### src/rtl/tevq_pkg.sv
// tevq_pkg: shared beat types and fixed constants for the tetrahedron quality pipeline
// no dependencies
package tevq_pkg;

  // coordinate width, fixed by the beat type
  localparam int IN_W   = 16;
  localparam int QUAL_W = 32;

  // limb width of the pipelined multipliers
  localparam int LIMB_W = 32;

  // 6*53033^2, the reduced numerator of 24*(8.48528)^2
  localparam int          CN_W = 34;
  localparam logic [33:0] CN   = 34'd16874994534;

  // 5^10, the reduced denominator
  localparam int          F10_W = 24;
  localparam logic [23:0] F10   = 24'd9765625;

  typedef struct packed {
    logic signed [IN_W-1:0] a_x;
    logic signed [IN_W-1:0] a_y;
    logic signed [IN_W-1:0] a_z;
    logic signed [IN_W-1:0] b_x;
    logic signed [IN_W-1:0] b_y;
    logic signed [IN_W-1:0] b_z;
    logic signed [IN_W-1:0] c_x;
    logic signed [IN_W-1:0] c_y;
    logic signed [IN_W-1:0] c_z;
    logic signed [IN_W-1:0] d_x;
    logic signed [IN_W-1:0] d_y;
    logic signed [IN_W-1:0] d_z;
  } tevq_in_t;

  typedef struct packed {
    logic signed [QUAL_W-1:0] quality;
    logic                     degenerate;
  } tevq_out_t;

  // per-item flags that ride along the pipeline
  typedef struct packed {
    logic neg;
    logic zero;
  } tevq_tag_t;

endpackage

### src/rtl/tevq_sqrt.sv
// tevq_sqrt: pipelined integer square root, one root bit per stage
// depends on tevq_pkg
module tevq_sqrt import tevq_pkg::*; #(
  parameter int QB = 63,
  parameter int RB = 32
) (
  input  logic          clk,
  input  logic          rst,
  input  logic          in_valid,
  input  tevq_tag_t     in_tag,
  input  logic [QB-1:0] in_val,
  output logic          out_valid,
  output tevq_tag_t     out_tag,
  output logic [RB-1:0] out_root
);

  localparam int XW = 2 * RB;

  logic            v   [RB+1];
  tevq_tag_t       tg  [RB+1];
  logic [XW-1:0]   x   [RB+1];
  logic [RB+1:0]   rem [RB+1];
  logic [RB-1:0]   rt  [RB+1];

  // entry
  always_ff @(posedge clk) begin
    if (rst) begin
      v[0] <= 1'b0;
    end else begin
      v[0] <= in_valid;
    end
    tg[0]  <= in_tag;
    x[0]   <= XW'(in_val);
    rem[0] <= '0;
    rt[0]  <= '0;
  end

  // two radicand bits in, one root bit out per stage
  for (genvar k = 0; k < RB; k++) begin : g_step
    logic [RB+1:0] r2;
    logic [RB+1:0] trial;
    logic          ge;

    always_comb begin
      r2    = {rem[k][RB-1:0], x[k][XW-1:XW-2]};
      trial = {rt[k], 2'b01};
      ge    = (r2 >= trial);
    end

    always_ff @(posedge clk) begin
      if (rst) begin
        v[k+1] <= 1'b0;
      end else begin
        v[k+1] <= v[k];
      end
      tg[k+1]  <= tg[k];
      x[k+1]   <= x[k] << 2;
      rem[k+1] <= ge ? (r2 - trial) : r2;
      rt[k+1]  <= {rt[k][RB-2:0], ge};
    end
  end

  assign out_valid = v[RB];
  assign out_tag   = tg[RB];
  assign out_root  = rt[RB];

endmodule
### config.mk
export PLATFORM = sky130hd
export DESIGN_NAME = tevq_sqrt
export DESIGN_NICKNAME = d
export VERILOG_FILES = /design/src/rtl/tevq_pkg.sv /design/src/rtl/tevq_sqrt.sv
export SDC_FILE = /design/constraint.sdc
export NUM_CORES = 2
export LEC_CHECK = 0
export BUFFER_PORTS_ARGS = -buffer_cell sky130_fd_sc_hd__buf_2
export CORE_MARGIN = 2
export CORE_UTILIZATION = 40
export CTS_CLUSTER_DIAMETER = 60
export CTS_CLUSTER_SIZE = 25
export DETAILED_ROUTE_END_ITERATION = 8
export PLACE_DENSITY = 0.63
export SYNTH_ARGS = -nofsm -noshare
export SYNTH_HDL_FRONTEND = slang
export SYNTH_MEMORY_MAX_BITS = 65536
export SYNTH_SLANG_ARGS = --single-unit
### constraint.sdc
create_clock -name clk -period 3.45 [get_ports clk]
set_input_delay 0.69 -clock clk [delete_from_list [all_inputs] [get_ports clk]]
set_output_delay 0.69 -clock clk [all_outputs]
set_load 0.1 [all_outputs]
# Word level (Yosys, flattened, before mapping)

Memory sizes are Yosys's and may differ from the RTL's.
Cells that the tools add are included.

ROM bits: 0
Output and inout bits: 35
Bits in latches: 0
Memories kept: 5
Bits in registers: 0
Bits of input ports: 68
RAM bits: 4389
Logic and storage cells: 170

Muxes and demuxes: 68
Equality and inequality tests: 0
Reductions and logical operators: 0
Magnitude comparators: 32
Shift operators: 0
Bitwise logic cells: 33
Multipliers: 0
Add/sub/neg operators: 32
Div/mod/pow operators: 0

Memories:

| memory | words | width | rd ports | clocked after memory_dff | wr ports | RTL line        | RTL |
|---|---|---|---|---|---|---|---|
| x      | 33    | 64    | 32       | 0                        | 33       | tevq_sqrt.sv:21 | `logic [XW-1:0] x [RB+1];` |
| rem    | 33    | 34    | 32       | 0                        | 33       | tevq_sqrt.sv:22 | `logic [RB+1:0] rem [RB+1];` |
| rt     | 33    | 32    | 33       | 0                        | 33       | tevq_sqrt.sv:23 | `logic [RB-1:0] rt [RB+1];` |
| tg     | 33    | 2     | 33       | 0                        | 33       | tevq_sqrt.sv:20 | `tevq_tag_t tg [RB+1];` |
| v      | 33    | 1     | 33       | 0                        | 33       | tevq_sqrt.sv:19 | `logic v [RB+1];` |

Operators by type and width:

| kind                               | number |
|---|---|
| greater-or-equal comparator 34 bit | 32 |
| two-way mux 34 bit                 | 32 |
| subtractor 34 bit                  | 32 |
| two-way mux 1 bit                  | 36 |
| OR 1 bit                           | 33 |

# Logic depth before layout (Yosys ltp)

Depth after elaboration: 3
Depth in mapped cells: 14
Gate-level depth less buffers: 13

# Worst setup path before layout

OpenSTA, ideal clock, no wires.

Path type: reg-to-reg
From: memory rem[0][182] (netlist name)
To: memory rem[0][235] (netlist name)
Data arrival time: 3.573 ns
Library setup time: 0.072 ns
Required time: 3.378 ns
Buffers on the path: 2
Setup slack: -0.195 ns
Clock period less this slack: 3.645 ns
Cell stages (with the launch flop): 13
Cell sequence: dfxtp_1 > or3_1 > or4_1 > or4_4 > o31ai_4 > nor2b_2 > o211a_4 > or4_4 > buf_6 > or4_4 > buf_6 > nor4_4 > xor2_1

RTL lines:

| what               | RTL line |
|---|---|
| start: declaration | tevq_sqrt.sv:22 |

==> results.toml <==
[grt]
grt_pass1_vias = 59600
overflow = 0
grt.total_usage_pct = 15.7
grt_pass1_wl_um = 306000
grt_antenna_before_repair = 4
grt_max_degree = 48

[synth]
synth_seq_cells = 2620
netlist_instances = 8955
syn_area_um2 = 92300
synth_common_cells = "2620 x dfxtp_1, 723 x inv_1, 614 x nand2_1"
synth_cell_types = 88
syn-num-nets = 9581
yosys_warnings = 0
synthMostInstantiatedCell = "dfxtp_1"
ys_top_cells_by_area = "dfxtp_1 57%, ha_1 7.6%, xnor2_1 3.9%"
ys_async_sr_fraction_pct = 0
synth-edff-count = 0
avgSynthCellArea_um2 = 10.3
synth.yosys.seq_area_share_pct = 56.8
synth_top_area_share_pct = 56.8
synth_area_leader_cell = "dfxtp_1"
yosys_most_used_dff = "dfxtp_1"

[sta]
setup_viol = 1
tightestPinTransition_ns = 0.853
max_freq_mhz = 288
rsz0062_at_grt = "yes"
drv_slew = 0
finClkSkew_ns = 0.0529
slew_headroom_pct = 42.6
fin_hold_ws_ns = 0.0749
fin_ws_ns = -0.0276
report.final.hold_viol_count = 0
fin_crit_sh_pct = 101
min_period_ns = 3.48

[critical_path]
worstReg2RegStart = "rem[0][175]"
worstSetupEndpointType = "register"
r2r_cells = 10
arrival_ns = 4.24
cp_max_fo = 5
critPathLaunchType = "register"
cp.required_ns = 4.21
regToRegSetupSlack_ns = -0.03
reg2reg_to = "rem[0][235]"
critPathKind = "reg -> reg"

[placement]
gp_congestion = 0.897
dp_cells = 12100
place_ws_ns = -0.0420
hpwl_um = 142000
port_buffers = 102

[floorplan]
die-width_um = 484
num_rows = 176
dieArea_um2 = 235000
start_util_pct = 40.2
num_io_pins = 103
die_h_um = 484
core_um2 = 230000

[clock_network]
cts_tree = "built"
clock_sinks = 2620
clock_latency_ns = 0.83
clock_path_buffers = 3
clkSlewWorstSetupHoldPaths_ns = 0.09
cts_max_level = 4
cts_root_buffer = "clkbuf_16"
cts_buffers = 170

[cells_and_area]
layout.nets = 9908
syn2layout_area_growth_pct = 12.9
fin_cells = 12400
fill_cells = 21400
fin_util_pct = 45.4
drive_gt1_share_pct = 7.55

[drt]
routed_wl_um = 188000
vias = 60700
met2_length_um = 90000
routed.top_layer = "met4"
wl_met1_um = 85600
viasPerCell = 4.88
ant_nets = 0
wl_met3_um = 6730
drt_iter0_drc = 3442
drc_errors = 0
wl_per_cell_um = 15.1
drt_first_pass_iters = 6

[min_path]
hold_depth = 2
worst_hold_path_type = "in -> reg"
hp-start = "in_valid"
holdPathEnd = "v[0]"

[pwr]
p_leak_nw = 48.6
worst_ir_drop_vdd_v = 0.000525
netSwitchingPower_mw = 22.0
p_comb_share_pct = 17.8
p_seq_share_pct = 52.7
p_int_mw = 51.1
p_per_area_nw_per_um2 = 702
swShare_pct = 30.1
clock_power_share_pct = 29.6

[outcome]
violations = "setup timing"
status = "finished with violations"

[job]
maxCapViolations = 0
## worst max path at each step
stage,start,cells past startpoint,slack (ns),to
final,rem[0][175],10,-0.03,rem[0][235]
after detailed placement,rem[0][495],10,-0.04,rem[0][531]
after global placement,rt[0][864],13,-0.06,rem[0][977]
after floorplan,rem[0][175],12,-0.09,rem[0][235]
after CTS,rem[0][175],10,-0.002,rem[0][235]
after global routing,rem[0][175],10,-0.16,rem[0][235]
## cells by family (layout without fill, tap and decap cells)
| family | after synthesis | count (layout) | share of synthesized area, % |
|---|---|---|---|
| buffers and inverters | 890 | 1342 | 3.63 |
| adder cells (fa/ha/maj) | 558 | 558 | 7.56 |
| flip-flops | 2620 | 2620 | 56.8 |
| other | 1 | 6 | 0.00406 |
| multiplexers | 60 | 60 | 0.725 |
| AND/OR/NAND/NOR | 2239 | 2239 | 11.9 |
| XOR/XNOR | 781 | 781 | 7.41 |
| AO/OA/AOI/OAI | 1806 | 1806 | 12.0 |
## metal layers
layer	global-route usage (%)	vias to the layer above
li1	-	31000
met1	19.9	28300
met2	27.3	1049
met3	2.25	320
met4	5.38	0
met5	0	-
## cell type report
cell class / count / area (um^2) / share of cell area (%)
flip-flops and latches: 2620 / 52500 / 50.3
multi-input cells: 5445 / 36800 / 35.4
clock buffers: 187 / 4450 / 4.27
well taps: 3026 / 3790 / 3.63
inverters: 727 / 2730 / 2.62
repair buffers: 318 / 2470 / 2.37
clock inverters: 110 / 1480 / 1.42
diodes: 5 / 12.5 / 0.0120
## layout by cell type, fill, tap and decap left out, types with 115 or more instances in the layout
cell type     n
xnor2_1     406
nand2_1     614
nor2_1      530
nand2b_1    117
a21o_1      248
o21ai_0     510
nor3_1      191
inv_1       723
ha_1        558
clkbuf_16   176
nand3_1     134
xor2_1      375
a21oi_1     545
dfxtp_1    2618
nor2b_1     115
buf_4       137
## sequential cells by signal, summed over array words and instances (netlist names)
register  cells
v            33
tg           66
rem         938
x          1055
rt          528
## worst max-delay path, cell delays in order (launching register included)
cell and delay [ns]:
dfxtp_2 0.33, or3_4 0.39, or3_4 0.34, or4_4 0.54, o31ai_4 0.21, nor2b_2 0.08, o211a_4 0.14, or4_4 0.49
or4_4 0.52, nor4_4 0.17, xor2_1 0.20
## stage by stage
step	TNS [ns]	power (mW)	cell area, um^2
floorplan	-0.255	47.8	92300
global placement	-0.139	51.8	97300
detailed placement	-0.0958	52.0	97300
CTS	-0.00208	73.9	104000
global route	-0.522	77.3	104000
finish	-0.0276	73.1	104000
## power by group through the flow
stage / clock [mW] / sequential [mW] / combinational (mW)
floorplan: 0 / 37.9 / 9.91
finish: 21.6 / 38.5 / 13.0
global route: 23.6 / 39.1 / 14.7
global placement: 0 / 39.2 / 12.6
CTS: 22.5 / 38.6 / 12.9
detailed placement: 0 / 39.2 / 12.8
## what timing repair did
item                                   4_1_cts  5_1_grt
setup endpoints to repair                    8      187
endpoints found under the hold margin       65        0
hold buffers                                65        0
gates resized for setup                      2       54
pin swaps                                    0        9
setup buffers                                0        7
gates cloned                                 0        2
(Power assumes the default switching activity.)
